<file path="src/wsp_pkg.sv">
package wsp_pkg;

    // line framing
    localparam int unsigned LINE_FIELDS = 6;
    localparam logic [7:0]  CHAR_CR     = 8'h0D;
    localparam logic [7:0]  CHAR_COMMA  = 8'h2C;
    localparam logic [7:0]  CHAR_ZERO   = 8'h30;
    localparam logic [7:0]  CHAR_NINE   = 8'h39;
    localparam logic [7:0]  CHAR_POINT  = 8'h2E;
    localparam logic [7:0]  CHAR_MINUS  = 8'h2D;
    localparam logic [7:0]  CHAR_PLUS   = 8'h2B;
    localparam logic [7:0]  CHAR_M      = 8'h4D;
    localparam logic [7:0]  CHAR_K      = 8'h4B;

    // field positions within a line
    localparam logic [2:0] FLD_ID     = 3'd0;
    localparam logic [2:0] FLD_DIR    = 3'd1;
    localparam logic [2:0] FLD_SPEED  = 3'd2;
    localparam logic [2:0] FLD_UNIT   = 3'd3;
    localparam logic [2:0] FLD_STATUS = 3'd4;
    localparam logic [2:0] FLD_LAST   = 3'(LINE_FIELDS - 1);
    localparam logic [2:0] CNT_MAX    = 3'd7;

    // speed arithmetic
    localparam int unsigned ACC_W      = 27;
    localparam logic [ACC_W-1:0] ACC_CAP = {ACC_W{1'b1}};
    localparam logic [16:0] SPEED_CAP  = 17'd99999;
    // km/h accumulators at or above this give a capped m/s speed
    localparam logic [ACC_W-1:0] KMH_LIMIT = 27'd360000;
    // 5/18 as a fixed-point reciprocal, exact for inputs below the limit
    localparam logic [24:0] KMH_RECIP  = 25'd18641355;
    localparam int unsigned KMH_SHIFT  = 26;
    localparam logic [10:0] HEADING_BASE = 11'd135;

    // what a finished line hands to the output side
    typedef struct packed {
        logic [7:0]       id_char;
        logic [9:0]       dir_accum;
        logic             valid;
        logic             unit_k;
        logic [ACC_W-1:0] speed_accum;
        logic             status_seen;
        logic [7:0]       status_accum;
    } t_line_summary;

endpackage

</file>
<file path="src/wsp_byte_if.sv">
interface wsp_byte_if;
    logic       valid;
    logic       ready;
    logic [7:0] rx_byte;

    modport source (output valid, output rx_byte, input ready);
    modport sink (input valid, input rx_byte, output ready);
endinterface

</file>
<file path="src/wsp_reading_if.sv">
interface wsp_reading_if;
    logic               valid;
    logic               ready;
    logic [7:0]         sensor_id;
    logic [9:0]         direction_deg;
    logic signed [10:0] heading_deg;
    logic [16:0]        speed_centi_mps;
    logic               reading_valid;
    logic               units_kmh;
    logic signed [8:0]  status_code;

    modport source (
        output valid, output sensor_id, output direction_deg, output heading_deg,
        output speed_centi_mps, output reading_valid, output units_kmh,
        output status_code, input ready
    );
    modport sink (
        input valid, input sensor_id, input direction_deg, input heading_deg,
        input speed_centi_mps, input reading_valid, input units_kmh,
        input status_code, output ready
    );
endinterface

</file>
<file path="src/wsp_line_parser.sv">
module wsp_line_parser
    import wsp_pkg::*;
(
    input  logic          i_clk,
    input  logic          i_rst_n,
    input  logic          i_accept,
    input  logic [7:0]    i_byte,
    output logic          o_good,
    output t_line_summary o_summary
);

    typedef struct packed {
        logic [2:0]       field_index;
        logic [2:0]       field_length;
        logic [7:0]       id_char;
        logic [9:0]       dir_accum;
        logic             dir_ok;
        logic [ACC_W-1:0] speed_accum;
        logic [1:0]       frac_digits;
        logic             sp_point;
        logic             sp_minus;
        logic             sp_end;
        logic             speed_long;
        logic [7:0]       unit_char;
        logic [7:0]       status_accum;
        logic             status_seen;
        logic             num_stop;
    } t_line_state;

    t_line_state r_st;
    t_line_state n_st;

    logic        w_is_digit;
    logic [3:0]  w_digit;
    logic [30:0] w_spd_int;
    logic [27:0] w_spd_frac;
    logic [11:0] w_stat;
    logic        w_units_ok;

    // per-character arithmetic
    assign w_is_digit = (i_byte >= CHAR_ZERO) && (i_byte <= CHAR_NINE);
    assign w_digit    = i_byte[3:0];
    assign w_spd_int  = 31'(r_st.speed_accum) * 31'd10 + 31'(w_digit) * 31'd100;
    assign w_spd_frac = 28'(r_st.speed_accum) +
                        ((r_st.frac_digits == 2'd0) ? 28'(w_digit) * 28'd10 : 28'(w_digit));
    assign w_stat     = 12'(r_st.status_accum) * 12'd10 + 12'(w_digit);

    // next line state
    always_comb begin
        n_st = r_st;
        if (i_accept) begin
            if (i_byte == CHAR_CR) begin
                n_st = '0;
            end else if (i_byte == CHAR_COMMA) begin
                case (r_st.field_index)
                    FLD_DIR:    n_st.dir_ok = (r_st.field_length >= 3'd3);
                    FLD_SPEED:  n_st.speed_long = (r_st.field_length > 3'd6);
                    FLD_UNIT: begin
                        if (r_st.field_length != 3'd1) n_st.unit_char = '0;
                    end
                    FLD_STATUS: n_st.status_seen = (r_st.field_length != 3'd0);
                    default: ;
                endcase
                if (r_st.field_index != CNT_MAX) n_st.field_index = r_st.field_index + 3'd1;
                n_st.field_length = '0;
                n_st.num_stop     = 1'b0;
            end else begin
                case (r_st.field_index)
                    FLD_ID: begin
                        if (r_st.field_length == 3'd1) n_st.id_char = i_byte;
                    end
                    FLD_DIR: begin
                        if (r_st.field_length < 3'd3 && !r_st.num_stop) begin
                            if (w_is_digit)
                                n_st.dir_accum = r_st.dir_accum * 10'd10 + 10'(w_digit);
                            else
                                n_st.num_stop = 1'b1;
                        end
                    end
                    FLD_SPEED: begin
                        if (!r_st.sp_end) begin
                            if (w_is_digit) begin
                                if (r_st.sp_point) begin
                                    if (r_st.frac_digits != 2'd2) begin
                                        n_st.speed_accum = (w_spd_frac > 28'(ACC_CAP)) ?
                                            ACC_CAP : w_spd_frac[ACC_W-1:0];
                                        n_st.frac_digits = r_st.frac_digits + 2'd1;
                                    end
                                end else begin
                                    n_st.speed_accum = (w_spd_int > 31'(ACC_CAP)) ?
                                        ACC_CAP : w_spd_int[ACC_W-1:0];
                                end
                            end else if (i_byte == CHAR_POINT && !r_st.sp_point) begin
                                n_st.sp_point = 1'b1;
                            end else if ((i_byte == CHAR_MINUS || i_byte == CHAR_PLUS) &&
                                         r_st.field_length == 3'd0) begin
                                if (i_byte == CHAR_MINUS) n_st.sp_minus = 1'b1;
                            end else begin
                                n_st.sp_end = 1'b1;
                            end
                        end
                    end
                    FLD_UNIT: begin
                        if (r_st.field_length == 3'd0) n_st.unit_char = i_byte;
                    end
                    FLD_STATUS: begin
                        if (!r_st.num_stop) begin
                            if (w_is_digit)
                                n_st.status_accum = (w_stat > 12'd255) ? 8'd255 : w_stat[7:0];
                            else
                                n_st.num_stop = 1'b1;
                        end
                    end
                    default: ;
                endcase
                if (r_st.field_length != CNT_MAX) n_st.field_length = r_st.field_length + 3'd1;
            end
        end
    end

    always_ff @(posedge i_clk) begin
        if (!i_rst_n) begin
            r_st <= '0;
        end else begin
            r_st <= n_st;
        end
    end

    // summary of the line as it stands, taken at the carriage return
    assign w_units_ok = (r_st.unit_char == CHAR_M) || (r_st.unit_char == CHAR_K);
    assign o_good     = (r_st.field_index == FLD_LAST);

    always_comb begin
        o_summary.id_char      = r_st.id_char;
        o_summary.dir_accum    = r_st.dir_accum;
        o_summary.valid        = r_st.dir_ok && !r_st.speed_long && !r_st.sp_minus && w_units_ok;
        o_summary.unit_k       = (r_st.unit_char == CHAR_K);
        o_summary.speed_accum  = r_st.speed_accum;
        o_summary.status_seen  = r_st.status_seen;
        o_summary.status_accum = r_st.status_accum;
    end

endmodule

</file>
<file path="src/wind_sensor_line_parser.sv">
// channel    dir  interface        word
// i_rx       in   wsp_byte_if      one received character (rx_byte)
// o_reading  out  wsp_reading_if   one reading per good line
//
// one byte accepted per cycle while i_rx.ready is high; a reading passes through the
// line summary register, then the km/h conversion multiply into the output register
// i_rst_n is synchronous, active low, and clears the line state and both stages
// up to two readings are held, so i_rx.ready drops only when both stages are full
// and the output is stalled; bytes of the next line keep flowing otherwise
module wind_sensor_line_parser
    import wsp_pkg::*;
(
    input  logic              i_clk,
    input  logic              i_rst_n,
    wsp_byte_if.sink          i_rx,
    wsp_reading_if.source     o_reading
);

    logic          w_in_accept;
    logic          w_good;
    t_line_summary w_summary;
    logic          w_snap_load;
    logic          w_snap_go;

    logic          r_snap_valid;
    t_line_summary r_snap;
    logic          r_out_valid;

    logic [9:0]    w_dir;
    logic [43:0]   w_kmh_prod;
    logic [16:0]   w_speed;

    // character parser
    wsp_line_parser u_parser (
        .i_clk     (i_clk),
        .i_rst_n   (i_rst_n),
        .i_accept  (w_in_accept),
        .i_byte    (i_rx.rx_byte),
        .o_good    (w_good),
        .o_summary (w_summary)
    );

    // handshake
    assign w_snap_go   = r_snap_valid && (!r_out_valid || o_reading.ready);
    assign i_rx.ready  = !r_snap_valid || w_snap_go;
    assign w_in_accept = i_rx.valid && i_rx.ready;
    assign w_snap_load = w_in_accept && (i_rx.rx_byte == CHAR_CR) && w_good;

    // line summary stage
    always_ff @(posedge i_clk) begin
        if (!i_rst_n) begin
            r_snap_valid <= 1'b0;
        end else if (w_snap_load) begin
            r_snap_valid <= 1'b1;
        end else if (w_snap_go) begin
            r_snap_valid <= 1'b0;
        end
        if (w_snap_load) r_snap <= w_summary;
    end

    // speed conversion and capping
    assign w_dir      = r_snap.valid ? r_snap.dir_accum : '0;
    assign w_kmh_prod = 44'(r_snap.speed_accum[18:0]) * 44'(KMH_RECIP);

    always_comb begin
        if (!r_snap.valid) begin
            w_speed = '0;
        end else if (r_snap.unit_k) begin
            w_speed = (r_snap.speed_accum >= KMH_LIMIT) ? SPEED_CAP :
                      w_kmh_prod[KMH_SHIFT +: 17];
        end else begin
            w_speed = (r_snap.speed_accum > 27'(SPEED_CAP)) ? SPEED_CAP :
                      r_snap.speed_accum[16:0];
        end
    end

    // output register
    always_ff @(posedge i_clk) begin
        if (!i_rst_n) begin
            r_out_valid <= 1'b0;
        end else if (w_snap_go) begin
            r_out_valid <= 1'b1;
        end else if (o_reading.ready) begin
            r_out_valid <= 1'b0;
        end
        if (w_snap_go) begin
            o_reading.sensor_id       <= r_snap.id_char;
            o_reading.direction_deg   <= w_dir;
            o_reading.heading_deg     <= HEADING_BASE - 11'(w_dir);
            o_reading.speed_centi_mps <= w_speed;
            o_reading.reading_valid   <= r_snap.valid;
            o_reading.units_kmh       <= r_snap.unit_k;
            o_reading.status_code     <= r_snap.status_seen ?
                                         {1'b0, r_snap.status_accum} : '1;
        end
    end

    assign o_reading.valid = r_out_valid;

    // checks
    a_invalid_zeroes: assert property (@(posedge i_clk) disable iff (!i_rst_n)
        o_reading.valid && !o_reading.reading_valid |->
            o_reading.speed_centi_mps == '0 && o_reading.direction_deg == '0)
        else $error("invalid reading carries nonzero speed or direction");

    a_speed_capped: assert property (@(posedge i_clk) disable iff (!i_rst_n)
        o_reading.valid |-> o_reading.speed_centi_mps <= SPEED_CAP)
        else $error("speed above cap");

    a_stall_only_full: assert property (@(posedge i_clk) disable iff (!i_rst_n)
        !i_rx.ready |-> r_snap_valid && r_out_valid && !o_reading.ready)
        else $error("input stalled with room downstream");

    a_snap_held: assert property (@(posedge i_clk) disable iff (!i_rst_n)
        r_snap_valid && !w_snap_go |=> r_snap_valid && $stable(r_snap))
        else $error("pending line summary lost");

endmodule
</file>
<file path="src/flat_wrapper.sv">
// flat-port wrapper written by rule: the top's interface ports become plain ports
module wind_sensor_line_parser_flat import wsp_pkg::*;
  (i_clk, i_rst_n, i_rx_valid, i_rx_rx_byte, i_rx_ready, o_reading_valid, o_reading_sensor_id, o_reading_direction_deg, o_reading_heading_deg, o_reading_speed_centi_mps, o_reading_reading_valid, o_reading_units_kmh, o_reading_status_code, o_reading_ready);
  wsp_byte_if i_rx_i ();
  wsp_reading_if o_reading_i ();
  input  logic i_clk;
  input  logic i_rst_n;
  input wire logic [$bits(i_rx_i.valid)-1:0] i_rx_valid;
  input wire logic [$bits(i_rx_i.rx_byte)-1:0] i_rx_rx_byte;
  output wire logic [$bits(i_rx_i.ready)-1:0] i_rx_ready;
  output wire logic [$bits(o_reading_i.valid)-1:0] o_reading_valid;
  output wire logic [$bits(o_reading_i.sensor_id)-1:0] o_reading_sensor_id;
  output wire logic [$bits(o_reading_i.direction_deg)-1:0] o_reading_direction_deg;
  output wire logic [$bits(o_reading_i.heading_deg)-1:0] o_reading_heading_deg;
  output wire logic [$bits(o_reading_i.speed_centi_mps)-1:0] o_reading_speed_centi_mps;
  output wire logic [$bits(o_reading_i.reading_valid)-1:0] o_reading_reading_valid;
  output wire logic [$bits(o_reading_i.units_kmh)-1:0] o_reading_units_kmh;
  output wire logic [$bits(o_reading_i.status_code)-1:0] o_reading_status_code;
  input wire logic [$bits(o_reading_i.ready)-1:0] o_reading_ready;
  assign i_rx_i.valid = i_rx_valid;
  assign i_rx_i.rx_byte = i_rx_rx_byte;
  assign i_rx_ready = i_rx_i.ready;
  assign o_reading_valid = o_reading_i.valid;
  assign o_reading_sensor_id = o_reading_i.sensor_id;
  assign o_reading_direction_deg = o_reading_i.direction_deg;
  assign o_reading_heading_deg = o_reading_i.heading_deg;
  assign o_reading_speed_centi_mps = o_reading_i.speed_centi_mps;
  assign o_reading_reading_valid = o_reading_i.reading_valid;
  assign o_reading_units_kmh = o_reading_i.units_kmh;
  assign o_reading_status_code = o_reading_i.status_code;
  assign o_reading_i.ready = o_reading_ready;
  wind_sensor_line_parser u_core (.i_clk(i_clk), .i_rst_n(i_rst_n), .i_rx(i_rx_i), .o_reading(o_reading_i));
endmodule
</file>
<file path="config.mk">
export PLATFORM = sky130hd
export DESIGN_NAME = wind_sensor_line_parser_flat
export DESIGN_NICKNAME = d
export VERILOG_FILES = /design/src/wsp_pkg.sv /design/src/wsp_byte_if.sv /design/src/wsp_reading_if.sv /design/src/wsp_line_parser.sv /design/src/wind_sensor_line_parser.sv /design/src/flat_wrapper.sv
export SDC_FILE = /design/constraint.sdc
export NUM_CORES = 1
export LEC_CHECK = 0
export BUFFER_PORTS_ARGS = -buffer_cell sky130_fd_sc_hd__buf_2
export CORE_MARGIN = 4
export CORE_UTILIZATION = 35
export CTS_BUF_LIST = sky130_fd_sc_hd__clkbuf_4 sky130_fd_sc_hd__clkbuf_8 sky130_fd_sc_hd__clkbuf_16
export DETAILED_ROUTE_END_ITERATION = 8
export HOLD_SLACK_MARGIN = 0.1
export PLACE_DENSITY_LB_ADDON = 0.1
export SLEW_MARGIN = 20
export SYNTH_ARGS = -nofsm -noshare
export SYNTH_HDL_FRONTEND = slang
export SYNTH_SLANG_ARGS = --single-unit
</file>
<file path="constraint.sdc">
create_clock -name i_clk -period 13.3 [get_ports i_clk]
set_clock_uncertainty 0.2 [all_clocks]
set_input_delay 2.66 -clock i_clk [delete_from_list [all_inputs] [get_ports i_clk]]
set_output_delay 2.66 -clock i_clk [all_outputs]
set_load 0.02 [all_outputs]
</file>
Word-level counts from Yosys, hierarchy flattened. Index checks and enable logic that the tools add are counted.

Equal/unequal tests: 26. Add/subtract/negate cells: 8. Muxes and demuxes: 58. Shift operators: 0. Div/mod/pow operators: 0. Reduce and logical (&&, ||, !) cells: 60. $mul: 6. Bitwise logic cells: 0. $lt $le $gt $ge: 10.

Operators by type and width (count): $mux W8 (13); $mux W32 (3); $mux W27 (3); $mux W76 (1); $mux W29 (2); $mux W17 (3); $mul A19 B25 Y43 const B (1); $mux W10 (4); $reduce_bool A2 Y1 (17); $eq A8 B6 Y1 const B (4); $add A31 B11 Y31 (1); $gt A31 B27 Y1 const B (1); $mul A27 B3 Y30 const B (1); $add A27 B8 Y28 (1); $gt A28 B27 Y1 const B (1); $ge A27 B19 Y1 const B (1); $gt A27 B17 Y1 const B (1); $mux W1 (19); $mux W18 (1); $eq A8 B7 Y1 const B (2); $mux W3 (5); $reduce_and A3 Y1 (5); $add A12 B4 Y12 (1); $gt A12 B8 Y1 const B (1); other kinds (38) (76).

Memories kept: 0. Memory bits (read-only): 0. Bits in latches: 0. Output and inout bits: 59. Word-level logic and storage cells: 200. Bits in registers: 191. RAM bits: 0. Input port bits: 12.

Depth between registers and ports, before layout. Gate-level depths: netlist of run 1.

Word-level depth: 12. Gate-level depth with buffers: 23.

Modules after synthesis. From an unflattened synthesis of run 1, not the netlist that was laid out.

Cells, all modules: 2005. Area, all modules: 19687.6 um2.

Modules (own cells, without submodules): wind_sensor_line_parser (instances 1, area each 10999.3 um2, seq. area each 3403.3 um2, cells an instance 958); wsp_line_parser (instances 1, area each 8688.3 um2, seq. area each 1521.5 um2, cells an instance 1047).

Worst setup path after synthesis of run 1. No wires, ideal clock.

Path type: input to register. Start point: input port i_rx_rx_byte[0]. End point: register u_core.u_parser.r_st (netlist bit u_core.u_parser.o_summary[10]). Stages: 16. Path slack: 6.911 ns. Library setup time: 0.117 ns. Arrival time: 6.072 ns. Cell sequence: inv_1 > ha_1 > ha_1 > inv_1 > fa_1 > xnor2_1 > ha_1 > o21a_1 > o22ai_1 > o21a_1 > nor3_1 > nand4_1 > or4_1 > buf_2 > a211o_1 > a22o_1.

Word-level cells in the longest chain between the ends: 12. Elaborated cells on any way between the ends: 27.

RTL lines: from (decl) (line flat_wrapper.sv:9) `input wire logic [$bits(i_rx_i.rx_byte)-1:0] i_rx_rx_byte;`; $mul A4 B3 Y7 (line wsp_line_parser.sv:45) `((r_st.frac_digits == 2'd0) ? 28'(w_digit) * 28'd10 : 28'(w_digit));`; $mux W8 (line wsp_line_parser.sv:45); $add A27 B8 Y28 (line wsp_line_parser.sv:44) `assign w_spd_frac = 28'(r_st.speed_accum) +`; $gt A28 B27 Y1 (line wsp_line_parser.sv:85) `n_st.speed_accum = (w_spd_frac > 28'(ACC_CAP)) ?`; $mux W27 (line wsp_line_parser.sv:85); $mux W29 (line wsp_line_parser.sv:84) `if (r_st.frac_digits != 2'd2) begin`; $mux W27 (line wsp_line_parser.sv:83) `if (r_st.sp_point) begin`; $mux W29 (line wsp_line_parser.sv:82) `if (w_is_digit) begin`; $mux W32 (line wsp_line_parser.sv:81) `if (!r_st.sp_end) begin`; $mux W32 (line wsp_line_parser.sv:68) `case (r_st.field_index)`; $mux W32 (line wsp_line_parser.sv:54) `end else if (i_byte == CHAR_COMMA) begin`; $mux W76 (line wsp_line_parser.sv:52) `if (i_byte == CHAR_CR) begin`; to (signal assigned) (line wsp_line_parser.sv:125) `r_st <= n_st;`; to (decl) (line wsp_line_parser.sv:30) `t_line_state r_st;`.

Parallel ways exist; a longest one is shown, timed or not. The select of a mux whose other input is x is not followed. A chain may end at the register's enable or synchronous reset.

Worst setup path in the final report of run 1.
Start point: input port i_rx_rx_byte[1]. End point: register u_core.u_parser.r_st (netlist bit u_core.u_parser.o_summary[28]).

Same word-level chain as after synthesis.

==> results by stage, run 1 <==
Finish:
- The library cells used most frequently in the layout, excluding fill and tap cells, are sky130_fd_sc_hd__ha_1, sky130_fd_sc_hd__inv_1, sky130_fd_sc_hd__nand2_1.
- The final design area excluding fillers is 20600 µm².
- The net count reported at finish is 2497.
- The post-route core utilization is 38.9%.
- Relative to the synthesized area, the layout overhead comes to 9.06%.
- The commonest non-fill, non-tap cell in the layout is sky130_fd_sc_hd__ha_1.
- Of the cells placed in the final design, the portion with a size suffix greater than 1 is 6.87%.

Place:
- The final weighted congestion in routability-driven placement is between 0.8 and 0.9.
- The detailed placer's ending HPWL is just over 40000 µm.
- The count of port buffers added during placement is 70.
- The placed standard-cell area is 20000 µm².

STA:
- Counting I/O delays and the setup requirement, the final critical path takes 7130 ps.
- At the pin with the least slew margin, the transition time is 986 ps.
- Setup repair after global routing left no endpoint under its margin.
- The final clock period utilization by the worst path is 53.6%.
- For this run, the top clock speed supported by timing is 140 MHz.
- Setup violations remaining at the end of the flow were counted as 0.
- The count of pins over their slew limit is 0.
- The sum of negative setup slack is 0 ps.
- The worst hold slack is 223 ps.
- Headroom to the max-slew limit came out at 34.3%.
- The number of hold violations in the final report is 0.

CTS:
- The level count of the clock H-tree is 4.
- For this design, the sink count on the clock tree is 190.
- The buffer depth of the longest clock path is 2.
- The root buffer selected by CTS is sky130_fd_sc_hd__clkbuf_16.
- TritonCTS built the clock tree.
- The clock insertion delay at the later pin of the skew report is 450 ps.
- The number of clock buffers inserted by TritonCTS is 17.
- After clock tree synthesis, the setup repair step added 0 buffers.
- The clock slew at the register clock pins of the worst setup and hold paths is 70 ps.
- The post-cts sizing count is 0.
- The number of hold buffers added after CTS is 0.

Synthesis:
- Counting flops with a built-in enable in the synthesized netlist gives roughly 110.
- The number of warnings issued by yosys is 0.
- Of all cell types, the one taking the most synthesized area is sky130_fd_sc_hd__ha_1.
- By area the synthesized netlist is led by sky130_fd_sc_hd__ha_1, sky130_fd_sc_hd__edfxtp_1, sky130_fd_sc_hd__fa_1.
- The number of distinct library cells after synthesis is 80.
- The number of nets in the synthesized netlist is 2441.
- Among all flip-flop cells after synthesis, the most frequent one is sky130_fd_sc_hd__edfxtp_1.
- The cell area that synthesis handed to floorplanning was 18900 µm².
- The synthesized design contains between 150 and 200 register bits.
- Of all flip-flops after synthesis, the portion carrying an async set or reset was 0%.
- The portion of synthesized cell area occupied by the leading cell type is 21.0%.
- The average cell area after synthesis is about 9.6 µm².
- Synthesis handed over a netlist of approximately 2000 instances.
- The portion of the post-synthesis area used by sequential elements is 26.1%.

Floorplan:
- The die is around 240 µm wide.
- The cell row count is 84.
- The core region is 53000 µm².
- The initial cell density of the core is a little over a third.
- Measured along the y axis, the die boundary spans 240 µm.
- between 70 and 80 I/O pins were placed.
- The area enclosed by the die boundary is 57700 µm².

Detailed routing:
- After the first detailed-routing iteration, the DRC count stood at 734.
- Using the TritonRoute via totals, the vias-per-cell ratio works out to 5.12.
- The count of nets left with antenna violations once routing finished came out at 0.
- The pre-antenna-repair detailed-routing pass consisted of 6 iterations.
- After detailed routing, the total wire length is around 50000 µm.
- The average wire per standard cell is 18.3 µm.
- The post-detailed-route DRC marker count is 0.
- The via total after detailed routing is 14000.

Global routing:
- Entering global routing, the biggest net connects between 50 and 60 pins.
- The first-pass GRT wire length is 80400 µm.
- For this run, the total global-route usage over all layers was measured as 17.6%.
- The initial antenna violation count was 2.
- The total congestion overflow after global routing is 0.
- The via count of the first global-routing pass is 14400.

Hold path:
- The worst hold path terminates at u_core.o_reading.sensor_id[4].
- The start point of the worst min-delay path is u_core.r_snap[52].
- The number of instances on the worst hold path is 0.
- In this run the worst hold path is classified as register to register.

Power and ir drop:
- The static leakage power is approximately 10 nW.
- VDD sags by at most 79.6 µV.
- The sum of internal, switching and leakage power is 1.17 mW.
- The areal power density over the cells is 56.8 nW/µm².

Run:
- The tool flagged a number of max-cap violations equal to 0.

Worst setup path:
- The critical path required time is 13400 ps.
- Traced cell by cell, the critical path runs through buf_2 > inv_1 > ha_1 > ha_1 > inv_1 > fa_1 > xnor2_1 > ha_1 > o21a_1 > o22ai_1 > o21a_1 > nor3_1 > nand4_1 > or4_1 > a21oi_4 > a311oi_1.
- STA classifies the critical path endpoint as a register.
- The worst flop-to-flop path endpoint is u_core.o_reading.speed_centi_mps[16].
- The worst reg-to-reg setup slack is 6170 ps.
- The startpoint class of the critical path is an input pin.
- The critical-path maximum fanout is 18.
- The worst register-to-register path begins at u_core.r_snap[22].
- The largest single stage delay on the critical path is 950 ps.
- Tracing the worst setup path back leads to its startpoint at i_rx_rx_byte[1].
- The critical path class is input pin to register.
- For this design, the slowest cell found on the critical path is sky130_fd_sc_hd__or4_1.
- For the worst flop-to-flop path, the logic depth is 22.
- STA puts the critical path data arrival time at 7230 ps.
- Counting stages on the worst path, the most repeated cell is sky130_fd_sc_hd__ha_1.

Outcome:
- The run finished with clean final reports.
-- per-stage QoR --
step                      cells  setup WS, ps
final                      2728          6170
after global routing       2727          5740
after detailed placement   2694          5720
after CTS                  2726          6150
after global placement     2694          5870
after floorplan            1969          6910
-- layout make-up --
type | count | area [µm²]
Multi-Input combinational cell | 1426 | 12700
Clock inverter | 15 | 131
Fill cell | 5342 | 32400
Inverter | 308 | 1160
Tap cell | 688 | 861
Antenna cell | 2 | 5.00
Sequential cell | 190 | 4920
Timing Repair Buffer | 82 | 440
Clock buffer | 17 | 425
-- report_power, final --
part | switching (mW) | internal, mW
Sequential | 0.00116 | 0.617
Combinational | 0.0345 | 0.0212
Clock | 0.249 | 0.246
-- worst max-delay path: cells and delay by family --
kind,cells,cell delay (ps)
xor gates and xnor gates,1,150
buffers and inverters,3,490
and+or+nand+nor,3,1550
adders and majority gates,4,1190
AOI/OAI and AO/OA,5,1180
-- layer usage --
| layer | GRT usage, % | up-vias | share of wire (%) |
|---|---|---|---|
| met5 | 0 | - | 0 |
| met4 | 3.18 | 0 | 1.2 |
| met3 | 2.19 | 37 | 2.7 |
| met2 | 29.1 | 201 | 47 |
| met1 | 25.1 | 6830 | 49 |
| li1 | - | 6901 | - |
-- worst max path at each step --
stage | endpoint | cells after the start
after CTS | u_core.o_reading.speed_centi_mps[16] | 22
final | u_core.u_parser.o_summary[28] | 16
after global routing | u_core.o_reading.speed_centi_mps[16] | 22
after detailed placement | u_core.u_parser.o_summary[28] | 15
after floorplan | u_core.u_parser.o_summary[10] | 16
after global placement | u_core.u_parser.o_summary[31] | 15
-- kinds of logic (layout without fill, tap and decap cells) --
logic type	after synthesis	count (layout)	share of synthesized area [%]
adder cells (fa/ha/maj)	460	460	36.2
AND/OR/NAND/NOR	460	460	12.0
AO/OA/AOI/OAI	400	400	13.7
buffers and inverters	353	422	7.07
flip-flops	190	190	26.1
XOR/XNOR	96	96	4.45
multiplexers	10	10	0.530
other	0	2	0
-- synth_stat cells, types with 14 or more instances --
cell and n:
sky130_fd_sc_hd__ha_1 317, sky130_fd_sc_hd__inv_1 308, sky130_fd_sc_hd__nand2_1 144, sky130_fd_sc_hd__fa_1 143, sky130_fd_sc_hd__a21oi_1 134, sky130_fd_sc_hd__edfxtp_1 112
sky130_fd_sc_hd__nor2_1 96, sky130_fd_sc_hd__dfxtp_1 78, sky130_fd_sc_hd__xnor2_1 65, sky130_fd_sc_hd__o21ai_0 60, sky130_fd_sc_hd__nand3_1 53, sky130_fd_sc_hd__clkbuf_1 35
sky130_fd_sc_hd__a21o_1 34, sky130_fd_sc_hd__xor2_1 31, sky130_fd_sc_hd__nor3_1 28, sky130_fd_sc_hd__a211oi_1 27, sky130_fd_sc_hd__o21ai_1 25, sky130_fd_sc_hd__nand2b_1 23
sky130_fd_sc_hd__nand4_1 16, sky130_fd_sc_hd__nor2b_1 16, sky130_fd_sc_hd__and3_1 15, sky130_fd_sc_hd__o211ai_1 14
-- sequential cells by signal, summed over array words and instances (netlist names), 8 cells and up --
signal,cells
u_core.o_reading.direction_deg,9
u_core.u_parser.o_summary,54
u_core.r_snap,56
u_core.o_reading.sensor_id,8
u_core.u_parser.r_st,22
u_core.o_reading.status_code,9
u_core.o_reading.speed_centi_mps,17
u_core.o_reading.heading_deg,11
(Power assumes the default switching activity.)
==> run 2: changes to the inputs <==
==> constraint.sdc (replaced) <==
create_clock -name i_clk -period 6.5 [get_ports i_clk]
set_clock_uncertainty 0.2 [all_clocks]
set_input_delay 1.3 -clock i_clk [delete_from_list [all_inputs] [get_ports i_clk]]
set_output_delay 1.3 -clock i_clk [all_outputs]
set_load 0.02 [all_outputs]
==> results by stage, run 2 (synthesized netlist as in run 1, its figures left out) <==
Place:
- The count of port buffers added during placement is 70 (unchanged).
- The placed standard-cell area is 20300 µm² (was 20000 µm²).
- The final weighted congestion in routability-driven placement is 0.868 (was 0.835).
- The detailed placer's ending HPWL is 41800 µm (was 40400 µm).

Floorplan:
- The boundary pin count was 71 (unchanged).
- The die height is 240 µm (unchanged).
- The cell row count is 84 (unchanged).
- The placeable core area is 53000 µm² (unchanged).
- The area enclosed by the die boundary is 57700 µm² (unchanged).
- The horizontal extent of the die is 240 µm (unchanged).
- The initial cell density of the core is 35.7% (unchanged).

Worst setup path:
- The worst reg-to-reg setup slack came to 250 ps (was 6170 ps).
- The element type at the critical path end is a register (unchanged).
- The most frequent cell on the critical path is sky130_fd_sc_hd__fa_1 (was sky130_fd_sc_hd__ha_1).
- The buffers plus inverters on the worst setup path is 3 (unchanged).
- The depth of the worst register-to-register path came to 20 (was 22).
- The worst flop-to-flop path endpoint was u_core.o_reading.speed_centi_mps[14] (was u_core.o_reading.speed_centi_mps[16]).
- The slowest cell on the critical path was sky130_fd_sc_hd__edfxtp_1 (was sky130_fd_sc_hd__or4_1).
- The critical path class is register to register (was input pin to register).
- The arrival time of data at the critical path endpoint is 6220 ps (was 7230 ps).
- The delay contributed by the slowest stage of the critical path is 630 ps (was 950 ps).
- The family of cells with the greatest summed delay on the critical path is adder cells (was simple AND/OR/NAND/NOR gates).
- The worst flop-to-flop path startpoint is u_core.r_snap[24] (was u_core.r_snap[22]).
- The critical-path maximum fanout is 9 (was 18).
- CP cell instances: fa_1 > ha_1 > fa_1 > fa_1 > fa_1 > inv_1 > fa_1 > inv_1 > ha_1 > and4_1 > nand2_1 > nor3b_2 > o41ai_4 > nand2_1 > a22oi_1 > buf_4 > o31ai_4 > a21oi_1 > xor2_1 > o21ai_1 (was buf_2 > inv_1 > ha_1 > ha_1 > inv_1 > fa_1 > xnor2_1 > ha_1 > o21a_1 > o22ai_1 > o21a_1 > nor3_1 > nand4_1 > or4_1 > a21oi_4 > a311oi_1).
- The startpoint class of the critical path is a register (was input pin).
- The critical path required time is 6480 ps (was 13400 ps).

Global routing:
- The total congestion overflow after global routing is 0 (unchanged).
- The global-route met2 utilization is 29.8% (was 29.1%).
- The via count of the first global-routing pass was 14400 (about the same).
- The first-pass GRT wire length came to 80400 µm (about the same).
- The met1 usage in global routing is 24.7% (was 25.1%).
- The initial antenna violation count is 0 (was 2).
- The maximum number of pins on one net before global-route repair came to 57 (unchanged).
- The global routing usage on met3 is 2.21% (was 2.19%).
- The all-layer global routing usage is 17.7% (was 17.6%).
- The highest-utilization routing layer at the global route stage is met2 (unchanged).

STA:
- The final clock period utilization by the worst path is 96.1%.
- The count of final setup violators is 0 (unchanged).
- The actual slew at the worst max-slew pin is 1050 ps (was 986 ps).
- Timing would allow up to 160 MHz.
- The number of hold violations in the final report is 0 (unchanged).
- The sum of negative setup slack is 0 ps (unchanged).
- The time the worst path needs with I/O delays and setup is approximately 6200 ps.
- The count of pins over their slew limit is 0 (unchanged).
- The relative slew slack is 29.8% (was 34.3%).

Finish:
- The flip-flop count of the largest register after layout came to 56 (unchanged).
- The top register by number of flip-flops is u_core.r_snap (unchanged).
- The net count reported at finish is 2534 (was 2497).
- The commonest non-fill, non-tap cell in the layout is sky130_fd_sc_hd__ha_1 (unchanged).
- The final design area excluding fillers is 21000 µm² (was 20600 µm²).
- The diode insertion count for antenna repair is 0 (was 2).
- The share of cells above drive strength 1 is 9.20% (was 6.87%).
- The area growth from synthesis to layout is 11.1% (was 9.06%).
- The fill cell instance count of the final layout was 5330 (was 5342).
- Commonest cells after routing, fill and taps aside: sky130_fd_sc_hd__ha_1, sky130_fd_sc_hd__inv_1, sky130_fd_sc_hd__nand2_1 (unchanged).

Hold path:
- The worst hold path endpoint is u_core.o_reading.sensor_id[0] (was u_core.o_reading.sensor_id[4]).
- The number of instances on the worst hold path is 0 (unchanged).
- The start point of the worst min-delay path is u_core.r_snap[48] (was u_core.r_snap[52]).
- The class of the tightest hold or removal check was register to register (unchanged).

Detailed routing:
- The detailed-routing iteration count for the pre-antenna-repair pass came to 5 (was 6).
- The ratio of routed vias to standard cells came to 5.03 (was 5.12).
- The via total after detailed routing is 13900 (was 14000).
- The post-detailed-route count of antenna-violating nets is 0 (unchanged).
- The number of DRC violations after detailed-routing iteration 0 came to 715 (was 734).
- The average wire per standard cell is 18.5 µm (was 18.3 µm).
- The post-detailed-route DRC marker count is 0 (unchanged).
- The wire length reported by the detailed router is 51000 µm (was 49900 µm).

CTS:
- The clock slew at the register clock pins of the worst setup and hold paths was 90 ps (was 70 ps).
- The clock insertion delay at the later pin of the skew report came to 450 ps (about the same).
- The CTS tree was done (unchanged).
- The number of hold buffers added after CTS came to 0 (unchanged).
- The number of clock buffers inserted by TritonCTS is 17 (unchanged).
- The TritonCTS sink count was 190 (unchanged).
- The buffer depth of the longest clock path is 2 (unchanged).
- The level count of the clock H-tree is 4 (unchanged).
- The root buffer selected by CTS is sky130_fd_sc_hd__clkbuf_16 (unchanged).

Run:
- The number of maximum-capacitance constraint violations is 0 (unchanged).

Power and ir drop:
- The static leakage power was 10.3 nW (was 10.0 nW).
- The worst vdd rail ir drop is 164 µV (was 79.6 µV).
- The areal power density over the cells came to 117 nW/µm² (was 56.8 nW/µm²).

Outcome:
- Run status: complete, no violations (unchanged).
run 2: per-stage QoR:
stage | hold slack, ps | std cells | util [%] | setup slack, ps | power [mW]
2_1_floorplan | 200 | 1969 | - | 345 | 1.37
3_3_place_gp | 207 | 2728 | 38.3 | -18.3 | 1.41
3_5_place_dp | 206 | 2728 | 38.3 | -48.7 | 1.41
4_1_cts | 229 | 2760 | 39.4 | 71.6 | 2.50
5_1_grt | 253 | 2763 | 39.6 | -3.40 | 2.56
6_report | 225 | 2763 | 39.6 | 254 | 2.46
run 2: cell type report:
class                      count  area, µm²  area share, %
clock inverter                13        150          0.715
inverter                     308       1160           5.51
sequential                   190       4920           23.5
multi-input combinational   1426      12700           60.7
timing repair buffer         119        716           3.41
tap                          688        861           4.10
clock buffer                  19        440           2.10
run 2: power breakdown:
| part | switching, mW | internal, mW | leakage (nW) |
|---|---|---|---|
| clock network | 0.525 | 0.556 | 0.291 |
| logic | 0.0718 | 0.0454 | 8.21 |
| registers | 0.00253 | 1.26 | 1.79 |
| total | 0.599 | 1.86 | 10.3 |
run 2: routing by layer:
layer / vias up / part of all wire [%]
met2: 152 / 48
met4: 0 / 1.6
met5: - / 0
met3: 39 / 2.2
met1: 6734 / 49
li1: 6980 / -
run 2: worst max-delay path by stage:
stage	startpoint	endpoint	slack, ps	depth (start not counted)
after floorplan	u_core.r_snap[22]	u_core.o_reading.speed_centi_mps[15]	340	22
after global routing	u_core.r_snap[16]	u_core.o_reading.speed_centi_mps[14]	-3	24
final	u_core.r_snap[24]	u_core.o_reading.speed_centi_mps[14]	250	20
after global placement	u_core.r_snap[11]	u_core.o_reading.speed_centi_mps[15]	-20	20
after detailed placement	u_core.r_snap[11]	u_core.o_reading.speed_centi_mps[16]	-50	20
after CTS	u_core.r_snap[27]	u_core.o_reading.speed_centi_mps[16]	70	23
run 2: what timing repair did:
item / in CTS / in global routing
pin swaps: 0 / 2
gates resized for setup: 1 / 19
setup endpoints to repair: 2 / 11
buffers inserted: 0 / 2
==> run 3: changes to the inputs <==
--- a/config.mk
+++ b/config.mk
@@ -6,13 +6,16 @@
 export NUM_CORES = 1
 export LEC_CHECK = 0
 export BUFFER_PORTS_ARGS = -buffer_cell sky130_fd_sc_hd__buf_2
+export CORE_ASPECT_RATIO = 1.2
 export CORE_MARGIN = 4
 export CORE_UTILIZATION = 35
 export CTS_BUF_LIST = sky130_fd_sc_hd__clkbuf_4 sky130_fd_sc_hd__clkbuf_8 sky130_fd_sc_hd__clkbuf_16
 export DETAILED_ROUTE_END_ITERATION = 8
 export HOLD_SLACK_MARGIN = 0.1
 export PLACE_DENSITY_LB_ADDON = 0.1
+export RECOVER_POWER = 25
 export SLEW_MARGIN = 20
 export SYNTH_ARGS = -nofsm -noshare
 export SYNTH_HDL_FRONTEND = slang
 export SYNTH_SLANG_ARGS = --single-unit
+export TNS_END_PERCENT = 30
==> results by stage, run 3 (synthesized netlist as in run 1, its figures left out) <==
Global routing:
- The initial antenna violation count is 0 (unchanged).
- The first-pass GRT wire length was 83300 µm (was 80400 µm).
- The met1 usage in global routing is 22.9% (was 24.7%).
- The total congestion overflow after global routing was 0 (unchanged).
- The highest-utilization routing layer at the global route stage is met2 (unchanged).
- The global-route met2 utilization is 32.9% (was 29.8%).
- The global routing usage on met3 came to 2.06% (was 2.21%).
- The maximum number of pins on one net before global-route repair is 57 (unchanged).
- The all-layer global routing usage was 18.3% (was 17.7%).
- The via count of the first global-routing pass is 14800 (was 14400).

CTS:
- The level count of the clock H-tree is 4 (unchanged).
- The CTS tree was done (unchanged).
- The TritonCTS sink count is 190 (unchanged).
- The buffer depth of the longest clock path came to 2 (unchanged).
- The number of hold buffers added after CTS is 0 (unchanged).
- The clock insertion delay at the later pin of the skew report is 460 ps (was 450 ps).
- The number of clock buffers inserted by TritonCTS is 17 (unchanged).
- The root buffer selected by CTS is sky130_fd_sc_hd__clkbuf_16 (unchanged).
- The clock slew at the register clock pins of the worst setup and hold paths is 80 ps (was 90 ps).

STA:
- The count of final setup violators is 0 (unchanged).
- The worst hold slack was 225 ps (about the same).
- Setup repair after global routing could not meet its margin everywhere.
- The sum of negative setup slack was 0 ps (unchanged).
- The final clock period utilization by the worst path is 95.8% (was 96.1%).
- The relative slew slack is 32.8% (was 29.8%).
- The time the worst path needs with I/O delays and setup is 6220 ps (was 6250 ps).
- The maximum achievable frequency was 161 MHz (was 160 MHz).
- The number of hold violations in the final report was 0 (unchanged).
- The count of pins over their slew limit is 0 (unchanged).
- The actual slew at the worst max-slew pin came to 1010 ps (was 1050 ps).

Floorplan:
- The boundary pin count is 71 (unchanged).
- The area enclosed by the die boundary was 57800 µm² (was 57700 µm²).
- The die height is 262 µm (was 240 µm).
- The placeable core area came to 53500 µm² (was 53000 µm²).
- The initial cell density of the core is 35.3% (was 35.7%).
- The horizontal extent of the die is 220 µm (was 240 µm).
- The cell row count was 93 (was 84).

Detailed routing:
- The post-detailed-route DRC marker count was 0 (unchanged).
- The average wire per standard cell is 18.7 µm (was 18.5 µm).
- The ratio of routed vias to standard cells is 5.05 (was 5.03).
- The number of DRC violations after detailed-routing iteration 0 is 662 (was 715).
- The post-detailed-route count of antenna-violating nets is 0 (unchanged).
- The wire length reported by the detailed router was 52100 µm (was 51000 µm).
- The via total after detailed routing was 14100 (was 13900).
- The detailed-routing iteration count for the pre-antenna-repair pass came to 4 (was 5).

Finish:
- The top register by number of flip-flops is u_core.r_snap (unchanged).
- The area occupied by multi-input gates was 12700 µm² (about the same).
- The footprint of the flip-flops and latches is 4920 µm² (unchanged).
- The diode insertion count for antenna repair is 0 (unchanged).
- Commonest cells after routing, fill and taps aside: sky130_fd_sc_hd__ha_1, sky130_fd_sc_hd__inv_1, sky130_fd_sc_hd__nand2_1 (unchanged).
- The post-route core utilization was 39.3% (was 39.6%).
- The commonest non-fill, non-tap cell in the layout is sky130_fd_sc_hd__ha_1 (unchanged).
- The share of cells above drive strength 1 is 9.15% (was 9.20%).
- The flip-flop count of the largest register after layout came to 56 (unchanged).
- The net count reported at finish is 2535 (was 2534).
- The fill cell instance count of the final layout came to 5409 (was 5330).
- The area growth from synthesis to layout was 11.3% (was 11.1%).
- The final design area excluding fillers came to 21000 µm² (about the same).

Place:
- The final weighted congestion in routability-driven placement is 0.878 (was 0.868).
- The detailed placer's ending HPWL is 43100 µm (was 41800 µm).
- The count of port buffers added during placement came to 70 (unchanged).
- The placed standard-cell area is 20300 µm² (about the same).

Worst setup path:
- The critical-path maximum fanout is 7 (was 9).
- The critical path class is register to register (unchanged).
- The critical path required time is 6490 ps (was 6480 ps).
- The most frequent cell on the critical path is sky130_fd_sc_hd__fa_1 (unchanged).
- CP cell instances: inv_1 > ha_1 > xor2_1 > ha_1 > inv_1 > fa_1 > fa_1 > fa_1 > fa_1 > inv_1 > ha_1 > and4_1 > nand2_1 > nor3b_2 > o41ai_2 > buf_4 > nand2_1 > a22oi_1 > buf_4 > nor3_4 > o31ai_2 > buf_4 > xor2_1 > a21oi_1 (was fa_1 > ha_1 > fa_1 > fa_1 > fa_1 > inv_1 > fa_1 > inv_1 > ha_1 > and4_1 > nand2_1 > nor3b_2 > o41ai_4 > nand2_1 > a22oi_1 > buf_4 > o31ai_4 > a21oi_1 > xor2_1 > o21ai_1).
- The element type at the critical path end is a register (unchanged).
- The delay contributed by the slowest stage of the critical path was 540 ps (was 630 ps).
- The startpoint class of the critical path is a register (unchanged).
- The arrival time of data at the critical path endpoint is 6220 ps (about the same).
- The slowest cell on the critical path is sky130_fd_sc_hd__fa_1 (was sky130_fd_sc_hd__edfxtp_1).

Power and ir drop:
- The net switching component of the power is 608 µW (was 599 µW).
- The internal power is 1.87 mW (was 1.86 mW).
- The switching part of the total is 24.5% (was 24.3%).
- The static leakage power is 10.3 nW (about the same).
- The areal power density over the cells came to 118 nW/µm² (was 117 nW/µm²).
- The logic gate share of total power is 4.7% (was 4.8%).
- The sequential cell fraction of total power is 51.0% (was 51.3%).
- The worst vdd rail ir drop is 155 µV (was 164 µV).
- The clock network fraction of total power is 44.3% (was 43.9%).

Hold path:
- The class of the tightest hold or removal check is register to register (unchanged).

Outcome:
- Run status: complete, no violations (unchanged).

Run:
- The number of maximum-capacitance constraint violations is 0 (unchanged).
## run 3: cell count changes in the layout (fill, tap and decap cells not counted), sizes merged
| cell | previous run | this run |
|---|---|---|
| buf | 118 | 119 |
| clkbuf | 20 | 19 |
| clkinvlp | 1 | 0 |
| inv | 314 | 316 |
## run 3: worst paths after layout
path / start / to / slack (ps) / depth (start not counted)
setup reg to reg: u_core.r_snap[27] / u_core.o_reading.speed_centi_mps[15] / 280 / 24
setup / recovery: u_core.r_snap[27] / u_core.o_reading.speed_centi_mps[15] / 280 / 24
hold reg to reg: u_core.r_snap[50] / u_core.o_reading.sensor_id[2] / 220 / 0
hold / removal: u_core.r_snap[50] / u_core.o_reading.sensor_id[2] / 220 / 0
## run 3: metrics by stage
step                worst slack [ps]  instances  power, mW
CTS                             61.4       2784       2.51
global placement                 178       2752       1.41
finish                           275       2788       2.48
floorplan                        345       1969       1.37
detailed placement              75.8       2752       1.41
global route                   -24.1       2788       2.58
## run 3: repair_timing
action / in CTS / in global routing
gates resized for setup: 0 / 15
endpoints found under the setup margin: 0 / 9
endpoints found under the hold margin: 0 / 0
buffers inserted: 0 / 4
## run 3: power by group through the flow
stage | Clock [mW] | Combinational (mW) | Sequential (mW)
floorplan | 0 | 0.0779 | 1.29
global placement | 0 | 0.117 | 1.29
detailed placement | 0 | 0.118 | 1.29
CTS | 1.13 | 0.119 | 1.26
global route | 1.18 | 0.132 | 1.26
finish | 1.10 | 0.117 | 1.26
## run 3: worst max-delay path, delay by kind of cell (launching register included)
family,cells,cell delay (ps)
simple gates,5,810
fa+ha+maj,7,3010
buf+inv,6,800
xor+xnor,2,300
flops,1,500
compound gates,4,360
## run 3: final cells by class
class | instances | share of cell area, %
well taps | 712 | 4.24
flip-flops and latches | 190 | 23.4
multi-input cells | 1426 | 60.4
clock buffers | 18 | 2.06
inverters | 308 | 5.50
clock inverters | 14 | 0.875
repair buffers | 120 | 3.49
## run 3: routing by layer
| metal | vias up | routed length, µm |
|---|---|---|
| met1 | 6875 | 22800 |
| met4 | 0 | 1550 |
| met5 | - | 0 |
| li1 | 6985 | - |
| met3 | 56 | 981 |
| met2 | 158 | 26700 |
